### src/rtl/yuyv_pkg.sv
// Shared types, constants and helper functions for the YUYV to BGRA red-threshold converter.
// Has no dependencies; every other file in rtl/ imports it.
package yuyv_pkg;

	localparam int unsigned AddrWidth = 3;
	localparam int unsigned DataWidth = 32;

	localparam logic [7:0] ThresholdReset = 8'd64;
	localparam logic signed [8:0] ChromaOffset = 9'sd128;
	localparam logic signed [17:0] CoefGu = -18'sd100;
	localparam logic signed [17:0] CoefGv = -18'sd208;
	localparam logic signed [17:0] CoefRv = 18'sd409;
	localparam logic [7:0] ChanMax = 8'd255;
	localparam logic [7:0] MarkOn = 8'd255;
	localparam logic [7:0] MarkOff = 8'd0;

	localparam logic RegThreshold = 1'b0;

	typedef struct packed {
		logic signed [9:0] bd;
		logic signed [9:0] gd;
		logic signed [9:0] rd;
	} chroma_delta_t;

	typedef struct packed {
		logic [7:0] blue;
		logic [7:0] green;
		logic [7:0] red_mark;
	} pixel_t;

	function automatic logic [7:0] clamp8(input logic signed [10:0] x);
		logic [7:0] r;
		if (x[10]) begin
			r = 8'd0;
		end else if (x[9:8] != 2'b00) begin
			r = ChanMax;
		end else begin
			r = x[7:0];
		end
		return r;
	endfunction

endpackage

### src/rtl/yuyv_to_bgra_red_threshold.sv
// Top level of the YUYV 4:2:2 to blue/green/red-mark converter.
// Depends on yuyv_pkg, yuyv_cfg, yuyv_chroma and yuyv_pixel.
//
// Usage: a macropixel (luma_first, chroma_blue, luma_second, chroma_red) is
// taken as a transaction at a rising edge where start is high and busy is low.
// Busy is always low, so one macropixel can be taken every clock cycle.
// The macropixel is captured in an input register, converted by one pass of
// combinational logic, and caught in a result register. After both registers,
// the result transaction appears: done is high for exactly one cycle with
// both converted pixels on the result ports. Throughput is one macropixel per
// cycle, set by the single register-to-register conversion path.
// The receiver cannot stall; it must take each result in the cycle done is high.
// The red threshold is written through the APB port at byte address 0 and must
// only change while no transaction is in flight.
// Reset clears the pipeline valid flags and sets the threshold to 64; no
// result is produced until a new transaction is accepted.
module yuyv_to_bgra_red_threshold (
	input  logic                             clk,
	input  logic                             arst_n,
	input  logic                             psel,
	input  logic                             penable,
	input  logic                             pwrite,
	input  logic [yuyv_pkg::AddrWidth-1:0]   paddr,
	input  logic [yuyv_pkg::DataWidth-1:0]   pwdata,
	output logic [yuyv_pkg::DataWidth-1:0]   prdata,
	output logic                             pready,
	input  logic                             start,
	output logic                             busy,
	input  logic [7:0]                       luma_first,
	input  logic [7:0]                       chroma_blue,
	input  logic [7:0]                       luma_second,
	input  logic [7:0]                       chroma_red,
	output logic                             done,
	output logic [7:0]                       blue_first,
	output logic [7:0]                       green_first,
	output logic [7:0]                       red_mark_first,
	output logic [7:0]                       blue_second,
	output logic [7:0]                       green_second,
	output logic [7:0]                       red_mark_second
);
	import yuyv_pkg::*;

	logic          accept;
	logic          valid_s1;
	logic          valid_s2;
	logic [7:0]    luma_first_s1;
	logic [7:0]    luma_second_s1;
	logic [7:0]    chroma_blue_s1;
	logic [7:0]    chroma_red_s1;
	logic [7:0]    red_threshold;
	chroma_delta_t delta;
	pixel_t        pix_first;
	pixel_t        pix_second;
	pixel_t        pix_first_s2;
	pixel_t        pix_second_s2;

	assign busy = 1'b0;
	assign accept = start && !busy;

	yuyv_cfg u_cfg (
		.clk           (clk),
		.arst_n        (arst_n),
		.psel          (psel),
		.penable       (penable),
		.pwrite        (pwrite),
		.paddr         (paddr),
		.pwdata        (pwdata),
		.prdata        (prdata),
		.pready        (pready),
		.red_threshold (red_threshold)
	);

	always_ff @(posedge clk or negedge arst_n) begin
		if (!arst_n) begin
			valid_s1 <= 1'b0;
			valid_s2 <= 1'b0;
		end else begin
			valid_s1 <= accept;
			valid_s2 <= valid_s1;
		end
	end

	always_ff @(posedge clk) begin
		if (accept) begin
			luma_first_s1 <= luma_first;
			luma_second_s1 <= luma_second;
			chroma_blue_s1 <= chroma_blue;
			chroma_red_s1 <= chroma_red;
		end
	end

	yuyv_chroma u_chroma (
		.chroma_blue (chroma_blue_s1),
		.chroma_red  (chroma_red_s1),
		.delta       (delta)
	);

	yuyv_pixel u_pixel_first (
		.luma          (luma_first_s1),
		.delta         (delta),
		.red_threshold (red_threshold),
		.pixel         (pix_first)
	);

	yuyv_pixel u_pixel_second (
		.luma          (luma_second_s1),
		.delta         (delta),
		.red_threshold (red_threshold),
		.pixel         (pix_second)
	);

	always_ff @(posedge clk) begin
		if (valid_s1) begin
			pix_first_s2 <= pix_first;
			pix_second_s2 <= pix_second;
		end
	end

	assign done = valid_s2;
	assign blue_first = pix_first_s2.blue;
	assign green_first = pix_first_s2.green;
	assign red_mark_first = pix_first_s2.red_mark;
	assign blue_second = pix_second_s2.blue;
	assign green_second = pix_second_s2.green;
	assign red_mark_second = pix_second_s2.red_mark;

	a_done_follows_accept: assert property (@(posedge clk) disable iff (!arst_n)
		accept |=> ##1 done)
		else $error("result transaction missing two cycles after acceptance");

	a_done_has_source: assert property (@(posedge clk) disable iff (!arst_n)
		done |-> $past(valid_s1))
		else $error("result strobe without a converted transaction");

	a_mark_levels: assert property (@(posedge clk) disable iff (!arst_n)
		done |-> ((red_mark_first == MarkOn || red_mark_first == MarkOff) &&
			(red_mark_second == MarkOn || red_mark_second == MarkOff)))
		else $error("red mark is neither fully on nor off");

	a_top_threshold: assert property (@(posedge clk) disable iff (!arst_n)
		(done && red_threshold == ChanMax) |->
			(red_mark_first == MarkOff && red_mark_second == MarkOff))
		else $error("red mark set with threshold at full scale");

endmodule

### src/rtl/yuyv_cfg.sv
// Configuration register file with an APB-style slave port.
// Depends on yuyv_pkg for the address width and the threshold reset value.
module yuyv_cfg (
	input  logic                             clk,
	input  logic                             arst_n,
	input  logic                             psel,
	input  logic                             penable,
	input  logic                             pwrite,
	input  logic [yuyv_pkg::AddrWidth-1:0]   paddr,
	input  logic [yuyv_pkg::DataWidth-1:0]   pwdata,
	output logic [yuyv_pkg::DataWidth-1:0]   prdata,
	output logic                             pready,
	output logic [7:0]                       red_threshold
);
	import yuyv_pkg::*;

	logic [7:0] threshold_q;
	logic       hit;

	assign hit = (paddr[2] == RegThreshold);
	assign pready = 1'b1;

	always_ff @(posedge clk or negedge arst_n) begin
		if (!arst_n) begin
			threshold_q <= ThresholdReset;
		end else if (psel && penable && pwrite && hit) begin
			threshold_q <= pwdata[7:0];
		end
	end

	always_comb begin
		if (hit) begin
			prdata = {{(DataWidth-8){1'b0}}, threshold_q};
		end else begin
			prdata = '0;
		end
	end

	assign red_threshold = threshold_q;

endmodule

### src/rtl/yuyv_chroma.sv
// Chroma term generator: turns the shared U and V samples into the blue, green and red offsets.
// Depends on yuyv_pkg for the coefficients and the offset struct.
module yuyv_chroma (
	input  logic [7:0]                    chroma_blue,
	input  logic [7:0]                    chroma_red,
	output yuyv_pkg::chroma_delta_t       delta
);
	import yuyv_pkg::*;

	logic signed [8:0]  u;
	logic signed [8:0]  v;
	logic signed [17:0] g_sum;
	logic signed [17:0] r_prod;

	always_comb begin
		u = $signed({1'b0, chroma_blue}) - ChromaOffset;
		v = $signed({1'b0, chroma_red}) - ChromaOffset;
		g_sum = CoefGu * 18'(u) + CoefGv * 18'(v);
		r_prod = CoefRv * 18'(v);
		delta.bd = $signed({u, 1'b0});
		delta.gd = g_sum[17:8];
		delta.rd = r_prod[17:8];
	end

endmodule

### src/rtl/yuyv_pixel.sv
// Per-pixel channel logic: adds the chroma offsets to one luma, clamps and marks red.
// Depends on yuyv_pkg for the offset and pixel structs and the clamp function.
module yuyv_pixel (
	input  logic [7:0]                 luma,
	input  yuyv_pkg::chroma_delta_t    delta,
	input  logic [7:0]                 red_threshold,
	output yuyv_pkg::pixel_t           pixel
);
	import yuyv_pkg::*;

	logic signed [10:0] b_sum;
	logic signed [10:0] g_sum;
	logic signed [10:0] r_sum;
	logic [7:0]         red;

	always_comb begin
		b_sum = $signed({3'b000, luma}) + 11'(delta.bd);
		g_sum = $signed({3'b000, luma}) + 11'(delta.gd);
		r_sum = $signed({3'b000, luma}) + 11'(delta.rd);
		red = clamp8(r_sum);
		pixel.blue = clamp8(b_sum);
		pixel.green = clamp8(g_sum);
		pixel.red_mark = (red > red_threshold) ? MarkOn : MarkOff;
	end

endmodule
### config.mk
export PLATFORM = sky130hd
export DESIGN_NAME = yuyv_to_bgra_red_threshold
export DESIGN_NICKNAME = d
export VERILOG_FILES = /design/src/rtl/yuyv_pkg.sv /design/src/rtl/yuyv_to_bgra_red_threshold.sv /design/src/rtl/yuyv_cfg.sv /design/src/rtl/yuyv_chroma.sv /design/src/rtl/yuyv_pixel.sv
export SDC_FILE = /design/constraint.sdc
export NUM_CORES = 1
export LEC_CHECK = 0
export ABC_CLOCK_PERIOD_IN_PS = 6500
export BUFFER_PORTS_ARGS = -buffer_cell sky130_fd_sc_hd__buf_2
export CAP_MARGIN = 30
export CORE_ASPECT_RATIO = 1.2
export CORE_UTILIZATION = 30
export CTS_CLUSTER_DIAMETER = 100
export DETAILED_ROUTE_END_ITERATION = 12
export PLACE_DENSITY_LB_ADDON = 0.25
export RECOVER_POWER = 100
export SLEW_MARGIN = 20
export SYNTH_ARGS = -nofsm -noshare
export SYNTH_HDL_FRONTEND = slang
export SYNTH_SLANG_ARGS = --single-unit
### constraint.sdc
create_clock -name clk -period 6.5 [get_ports clk]
set_input_delay 0.65 -clock clk [delete_from_list [all_inputs] [get_ports clk]]
set_output_delay 0.65 -clock clk [all_outputs]
set_load 0.03 [all_outputs]
==> metrics, run 1 <==
status finished with violations; violated checks capacitance limit, slew limit, setup timing; CTS hold repair buffers 0; root buf cell clkbuf_16; Final Cycle Share 103.8%; mean area per synthesized cell 9.681 µm²; layout cells sized above 1 26.14%; gpl congestion approximately 0.83; Synth Area in Adders 32.22%; initial antenna violation count 0; Finish-stage setup viols 2; slowest CP cell fa_2; f_max between 100 and 150 MHz; post-DR vias/cell around 4.6; grt total ovfl 0; final-report hold violation count 0; maxcap violations 2; crit path DAT 6.83 ns; flops & latches, synth 76; Worst Max-Slew Pin Slew 2.214 ns; asr flop ratio synth 13.16%; CP Buf/Inv Count 3; final core occ 39.21%; Die ar. slightly above 0.03 mm²; Rel. slew slack -47.62%; nets@finish around 1400; row count 69; Ports 156; Antenna Violating Nets Remaining 0; Worst path top cell family by delay adder cells; Compound-Gate Fraction of Synth Area between 10% and 20%; Post-Synth XOR/XNOR Area 6.678%; top cells by area, synth ha_1 24%, edfxtp_1 22%, fa_1 8.0%, inv_1 5.1%, xnor2_1 5.0%; antenna diode count 0; largest net degree at the start of global routing 34; hold crit path type input port to asynchronous set/reset pin; register area share after synthesis 24.83%; RSZ-0062 raised after global routing true; largest family of logic cells by synthesized area adder cells; post-synthesis cell type count 73; post-layout minimum cycle time a little under 7 ns; H-Tree Depth 3; Setup crit end kind flop; critical path startpoint category flop; Setup Skew 0.01218 ns; CP Max Fanout 5; worst-skew pair later-pin latency 0.35 ns; Final Max Slew Viols 67; top cell type's share of synthesized area ~24%; Layout area overhead 28.73%; Mapped Cells ~930; drt wl/cell 14.16 µm; HPWL Detailed 18.19 mm; area leader, netlist ha_1; EDFF count, synth 66; drt drc 0; Simple-Gate Fraction of Synth Area 9.112%; drt first pass iters 4; prevailing post-synth register cell edfxtp_1; final worst setup slack -0.2444 ns; max incr delay on CP 0.54 ns; total track usage 14.55%; Inserted Clock Buffers 9; core area 0.02953 mm²; CTS max path bufs 2; Yosys Warn Count 0; via count 7094; Worst R2R Setup Slack -0.24 ns; first-pass GRT wire length 34.49 mm; WS Path Type flop to flop; DIE WIDTH between 150 and 200 µm; multiplexer share of the synthesized area under 10%; Post-Route WL between 20 and 25 mm; height of the chip 191.7 µm; CP dominant cell by count ha_4; initial core utilization 30.46%; clock sink total 76; clock-pin slew on the worst setup and hold paths 0.07 ns; vias in the first global route 6758; initial DRC count ~300; # port buffers 103; synthesized area between 0.008 and 0.009 mm²; TritonCTS clock tree yes; worst path required time between 6 and 7 ns
timing repair:
item | CTS | global route
pin swaps | 46 | 55
endpoints found under the setup margin | 7 | 18
gates cloned | 0 | 1
setup buffers | 9 | 18
resized for setup | 36 | 58
cell families after synthesis:
kind of cell / after synthesis
buf+inv: 169
compound gates: 224
other cells: 2
fa+ha+maj: 210
mux: 13
simple gates: 170
xor+xnor: 65
flops: 76
through the flow:
stage	worst slack (ns)	hold WS (ns)	area (µm²)	instances	TNS, ns
final	-0.2444	0.2462	11580	1557	-0.2992
after global routing	-0.5524	0.2940	11580	1557	-2.591
after CTS	-0.2790	0.1381	11220	1538	-0.3920
after detailed placement	-0.4366	0.4430	10720	1514	-0.8391
after global placement	-0.3854	0.4405	10720	1514	-0.7694
after floorplan	-0.08728	0.3544	9188	953	-0.08728
flip-flops by register name, indices dropped and copies added, names as in the netlist, 8 cells and up:
register / flops
blue_first: 8
blue_second: 8
chroma_blue_s1: 8
chroma_red_s1: 8
green_first: 8
green_second: 8
luma_first_s1: 8
luma_second_s1: 8
u_cfg.red_threshold: 8
cells in the mapped netlist (3+ instances only):
cell type	number
nand2_1	31
buf_4	41
nor3_1	19
o21ai_0	37
clkbuf_1	5
xor2_1	12
nand2b_1	6
mux2i_1	4
xnor2_1	51
o21ai_1	7
o21bai_1	15
ha_1	174
or2_2	4
nor2_1	68
nand3_1	6
mux2_2	9
inv_1	121
a21oi_1	73
a211oi_1	6
nor2b_1	9
dfrtp_1	9
edfxtp_1	66
nand4_1	8
fa_1	36
a311oi_1	3
a21o_1	26
o311ai_1	3
o211ai_1	4
o21a_1	20
path summary, 6_finish.rpt:
kind / end / cells after the start / startpoint
max in group asynchronous: valid_s1$_DFF_PN0_ / 1 / arst_n
max reg2reg: red_mark_second[6]$_DFFE_PP_ / 31 / chroma_red_s1[4]$_DFFE_PP_
min in group clk: done$_DFF_PN0_ / 0 / valid_s1$_DFF_PN0_
min: u_cfg.red_threshold[7]$_DFFE_PN0P_ / 1 / arst_n
min reg2reg: done$_DFF_PN0_ / 0 / valid_s1$_DFF_PN0_
max: red_mark_second[6]$_DFFE_PP_ / 31 / chroma_red_s1[4]$_DFFE_PP_
final cells by class:
cell class | count | area [µm²]
sequential | 76 | 2233
inverter | 121 | 454.2
clock inverter | 7 | 66.31
tap | 390 | 488.0
clock buffer | 9 | 225.2
timing repair buffer | 245 | 1511
fill | 2990 | 17950
multi-input combinational | 709 | 6599
per-layer routing:
layer / track usage [%] / vias to the layer above / share of wire [%]
li1: - / 3689 / -
met1: 18.63 / 3276 / 46
met2: 25.33 / 105 / 49
met3: 1.727 / 24 / 3.0
met4: 4.799 / 0 / 1.9
met5: 0 / - / 0
layout by cell type (no fill, tap or decap), drive strengths merged, types with 6 or more instances in the layout:
| master | count |
|---|---|
| a211oi | 6 |
| a21o | 26 |
| a21oi | 73 |
| buf | 180 |
| clkbuf | 74 |
| conb | 26 |
| dfrtp | 9 |
| edfxtp | 66 |
| fa | 36 |
| ha | 174 |
| inv | 122 |
| mux2 | 9 |
| nand2 | 32 |
| nand2b | 6 |
| nand3 | 6 |
| nand4 | 8 |
| nor2 | 69 |
| nor2b | 10 |
| nor3 | 21 |
| o21a | 20 |
| o21ai | 44 |
| o21bai | 15 |
| xnor2 | 51 |
| xor2 | 12 |
Power of run 1 is left out: the tool's default activity adds up to more than one toggle a clock period on the data nets, which glitch-free logic cannot reach.
==> inputs of run 2 (changes only) <==
--- a/config.mk
+++ b/config.mk
@@ -9,6 +9,7 @@
 export BUFFER_PORTS_ARGS = -buffer_cell sky130_fd_sc_hd__buf_2
 export CAP_MARGIN = 30
 export CORE_ASPECT_RATIO = 1.2
+export CORE_MARGIN = 8
 export CORE_UTILIZATION = 30
 export CTS_CLUSTER_DIAMETER = 100
 export DETAILED_ROUTE_END_ITERATION = 12
==> run 2 against run 1 <==
The run still ends with capacitance limit, slew limit, setup timing left. Non-clock buffer count is 8 lower. Global-route usage shrank 1.8 points. Cell area down 0.17%. Critical path type unchanged. Largest cell class unchanged.
==> metrics, run 2 (same netlist as run 1, synthesis figures left out) <==
Final Max Slew Viols 67; grt total ovfl 0; max incr delay on CP 0.54 ns; antenna diode count 0; final core occ between 30% and 40%; clock-pin slew on the worst setup and hold paths 0.07 ns; met2 Use GR 22.81%; worst-skew pair later-pin latency between 0.3 and 0.4 ns; drt wl/cell around 15 µm; CP Max Fanout 5; Placement Cell Area 0.01068 mm²; HPWL Detailed just under 20 mm; Final Cycle Share 101.9%; Finish-stage setup viols 2; CP dominant cell by count buf_4; largest net degree at the start of global routing 34; commonest non-fill, non-tap cell in the layout ha_1; drt drc 0; first-pass GRT wire length ~36 mm; GRT Max-Usage Layer met2; violated checks capacitance limit, slew limit, setup timing; crit path DAT 6.73 ns; layout cells sized above 1 a little over a quarter; RSZ-0062 raised after global routing true; drt first pass iters 5; gpl congestion approximately 0.84; clock sink total between 70 and 80; Rel. slew slack -34.01%; DIE WIDTH 174.1 µm; final-report hold violation count 0; total track usage about an eighth; height of the chip 205.7 µm; GR Util met1 15.32%; Layout area overhead 28.51%; TritonCTS clock tree yes; maxcap violations 2; commonest non-fill, non-tap cells in the layout 150 x ha_1, 130 x buf_4, 109 x inv_1, 66 x edfxtp_1, 65 x clkbuf_1; status finished with violations; Setup crit end kind flop; initial DRC count 264; initial antenna violation count 0; Worst Max-Slew Pin Slew 2.010 ns; root buf cell clkbuf_16; slowest CP cell fa_2; vias in the first global route roughly 7100; FILL cells around 3100; # port buffers 103; core area 0.02953 mm²; post-layout minimum cycle time 6.620 ns; WS Path Type flop to flop; Setup Skew ~0.016 ns; via count 7139; CTS max path bufs 2; Antenna Violating Nets Remaining 0; initial core utilization a little under a third; Ports around 160; critical path startpoint category flop; Inserted Clock Buffers 9; nets@finish between 1000 and 1500; f_max between 150 and 200 MHz; Die ar. 0.03580 mm²; hold crit path type input port to asynchronous set/reset pin; H-Tree Depth 3; row count 69; worst path required time 6.61 ns; Post-Route WL 23.28 mm; final worst setup slack -0.1203 ns; post-DR vias/cell 4.609; post-route cell area 0.01156 mm²; GR Util met3 2.221%
==> run 2: worst max-delay path: cells and delay by family (launching register included) <==
family | cells | cell delay (ns)
adder cells (fa/ha/maj) | 8 | 2.51
AO/OA/AOI/OAI | 11 | 1.75
buffers and inverters | 8 | 0.99
AND/OR/NAND/NOR | 7 | 0.61
flip-flops | 1 | 0.40
XOR/XNOR | 1 | 0.11
==> run 2: worst paths after layout <==
kind	cells past startpoint	startpoint	slack (ns)	endpoint
max in group asynchronous	1	arst_n	5.86	u_cfg.red_threshold[1]$_DFFE_PN0P_
min	1	arst_n	0.25	u_cfg.red_threshold[7]$_DFFE_PN0P_
max	35	chroma_red_s1[3]$_DFFE_PP_	-0.12	red_mark_second[6]$_DFFE_PP_
min in group clk	0	valid_s1$_DFF_PN0_	0.45	done$_DFF_PN0_
max reg2reg	35	chroma_red_s1[3]$_DFFE_PP_	-0.12	red_mark_second[6]$_DFFE_PP_
min reg2reg	0	valid_s1$_DFF_PN0_	0.45	done$_DFF_PN0_
==> run 2: metrics by stage <==
| step | setup WS (ns) | TNS [ns] | instances | hold slack (ns) |
|---|---|---|---|---|
| after floorplan | -0.08728 | -0.08728 | 953 | 0.3544 |
| after global placement | -0.3502 | -0.6448 | 1509 | 0.4400 |
| after detailed placement | -0.3646 | -0.7191 | 1509 | 0.4410 |
| after CTS | -0.2179 | -0.4031 | 1531 | 0.1245 |
| after global routing | -0.4738 | -1.935 | 1549 | 0.2752 |
| final | -0.1203 | -0.1834 | 1549 | 0.2523 |
==> run 2: final cells by class <==
type | instances | area, µm² | area share, %
multi-input cells | 709 | 6633 | 57.39
flip-flops and latches | 76 | 2233 | 19.32
repair buffers | 237 | 1445 | 12.50
well taps | 390 | 488.0 | 4.222
inverters | 121 | 454.2 | 3.930
clock buffers | 11 | 264.0 | 2.284
clock inverters | 5 | 40.04 | 0.3464
==> run 2: metal layers <==
layer  wire length, µm  share of wire, %  up-vias
li1                  -                 -     3663
met5                 0                 0        -
met1              9966                43     3346
met2             11900                51      115
met4               358               1.5        0
met3              1059               4.5       15
==> run 2: repair_timing <==
| item | 4_1_cts | 5_1_grt |
|---|---|---|
| gates cloned | 0 | 1 |
| buffers inserted | 6 | 17 |
| hold buffers | 0 | 0 |
| pin swaps | 27 | 51 |
| resized for setup | 25 | 80 |
| endpoints found under the setup margin | 7 | 18 |
Power of run 2 is left out for the same reason.
==> inputs of run 3 (changes only) <==
--- a/config.mk
+++ b/config.mk
@@ -8,7 +8,7 @@
 export ABC_CLOCK_PERIOD_IN_PS = 6500
 export BUFFER_PORTS_ARGS = -buffer_cell sky130_fd_sc_hd__buf_2
 export CAP_MARGIN = 30
-export CORE_ASPECT_RATIO = 1.2
+export CORE_ASPECT_RATIO = 0.75
 export CORE_MARGIN = 8
 export CORE_UTILIZATION = 30
 export CTS_CLUSTER_DIAMETER = 100
==> run 3 against run 2 <==
The run still ends with capacitance limit, slew limit, setup timing left. Worst hold slack gained 0.019 ns. Register-to-register slack got worse by 0.20 ns. Worst setup slack worse by 0.20 ns. Maximum frequency fell by 3.0%.
==> metrics, run 3 (same netlist as run 1, synthesis figures left out) <==
Layout area overhead 29.98%; HPWL Detailed 20.15 mm; f_max 146.5 MHz; clock sink total 76; via count 7166; hold crit path type input port to asynchronous set/reset pin; core area 0.02987 mm²; critical path startpoint category flop; Setup Skew 0.01403 ns; gpl congestion between 0.8 and 0.9; CTS hold repair buffers 0; Worst Max-Slew Pin Slew 2.081 ns; antenna diode count 0; Antenna Violating Nets Remaining 0; Die ar. about 0.036 mm²; largest net degree at the start of global routing 34; drt drc 0; row count 55; CP Max Fanout 5; Final Non-Filler Cells around 1600; placed insts 1510; max incr delay on CP 0.48 ns; first-pass GRT wire length 37.98 mm; Rel. slew slack -38.71%; TritonCTS clock tree yes; vias in the first global route about 7000; Final Cycle Share 105.0%; post-layout minimum cycle time 6.825 ns; CTS max path bufs 2; CP Buf/Inv Count 5; initial DRC count 282; crit path DAT roughly 7 ns; root buf cell clkbuf_16; Inserted Clock Buffers 9; initial antenna violation count 0; final worst setup slack -0.3249 ns; total track usage a little over an eighth; violated checks capacitance limit, slew limit, setup timing; dpl ws -0.3623 ns; # port buffers slightly above 100; slowest CP cell fa_1; layout cells sized above 1 27.19%; Final Max Slew Viols 68; final-report hold violation count 0; clock-pin slew on the worst setup and hold paths 0.07 ns; initial core utilization 30.11%; grt total ovfl 0; worst-skew pair later-pin latency 0.36 ns; drt wl/cell 15.56 µm; WS Path Type flop to flop; FILL cells 3027; Setup crit end kind flop; DIE WIDTH ~220 µm; commonest non-fill, non-tap cells in the layout 147 x ha_1, 121 x buf_4, 108 x inv_1, 66 x edfxtp_1, 64 x clkbuf_1; commonest non-fill, non-tap cell in the layout ha_1; Ports 156; nets@finish 1433; Finish-stage setup viols 2; final hold slack between 0.2 and 0.3 ns; Worst path top cell family by delay compound AO/OA/AOI/OAI gates; height of the chip roughly 170 µm; worst path required time 6.59 ns; RSZ-0062 raised after global routing true; H-Tree Depth 3; Post-Route WL roughly 24 mm; maxcap violations 2; status finished with violations; post-DR vias/cell 4.611; drt first pass iters 5
==> run 3: layout make-up <==
cell class                 count  area (µm²)  area share [%]
clock buffer                  10       229.0           1.959
clock inverter                 6       111.4          0.9526
inverter                     121       454.2           3.885
multi-input combinational    708        6711           57.41
sequential                    76        2233           19.11
tap                          399       499.2           4.271
timing repair buffer         234        1451           12.42
==> run 3: final timing paths <==
kind,from,to,slack (ns),cells after the start
worst max-delay path,chroma_red_s1[0]$_DFFE_PP_,red_mark_second[6]$_DFFE_PP_,-0.32,33
worst min-delay path,arst_n,u_cfg.red_threshold[7]$_DFFE_PN0P_,0.27,1
worst max register to register,chroma_red_s1[0]$_DFFE_PP_,red_mark_second[6]$_DFFE_PP_,-0.32,33
worst min register to register,valid_s1$_DFF_PN0_,done$_DFF_PN0_,0.42,0
max in group asynchronous,arst_n,done$_DFF_PN0_,5.84,1
min in group clk,valid_s1$_DFF_PN0_,done$_DFF_PN0_,0.42,0
==> run 3: layer usage <==
| metal | part of all wire [%] | global-route usage [%] | vias to the layer above |
|---|---|---|---|
| met1 | 51 | 18.35 | 3363 |
| met5 | 0 | 0 | - |
| li1 | - | - | 3679 |
| met4 | 1.3 | 3.082 | 0 |
| met3 | 3.3 | 2.566 | 23 |
| met2 | 45 | 20.90 | 101 |
==> run 3: timing repair <==
item,in CTS,in global routing
buffers inserted,12,18
resized for setup,57,60
endpoints found under the hold margin,0,0
endpoints found under the setup margin,6,18
pin swaps,56,54
==> run 3: per-stage QoR <==
stage                     area (µm²)  setup TNS, ns  util, %
after global routing           11690         -2.287    39.14
after floorplan                 9188       -0.08728        -
after global placement         10630        -0.7133    35.60
after CTS                      11340        -0.3935    37.97
after detailed placement       10630        -0.7221    35.60
final                          11690        -0.3979    39.14
==> run 3: worst reg2reg max path: cells and delay by family, from the launching register on <==
family / cells / cell delay (ns)
AO/OA/AOI/OAI: 14 / 2.66
buffers and inverters: 5 / 0.28
AND/OR/NAND/NOR: 5 / 0.47
flip-flops: 1 / 0.45
adder cells (fa/ha/maj): 8 / 2.48
XOR/XNOR: 1 / 0.23
Power of run 3 is left out for the same reason.
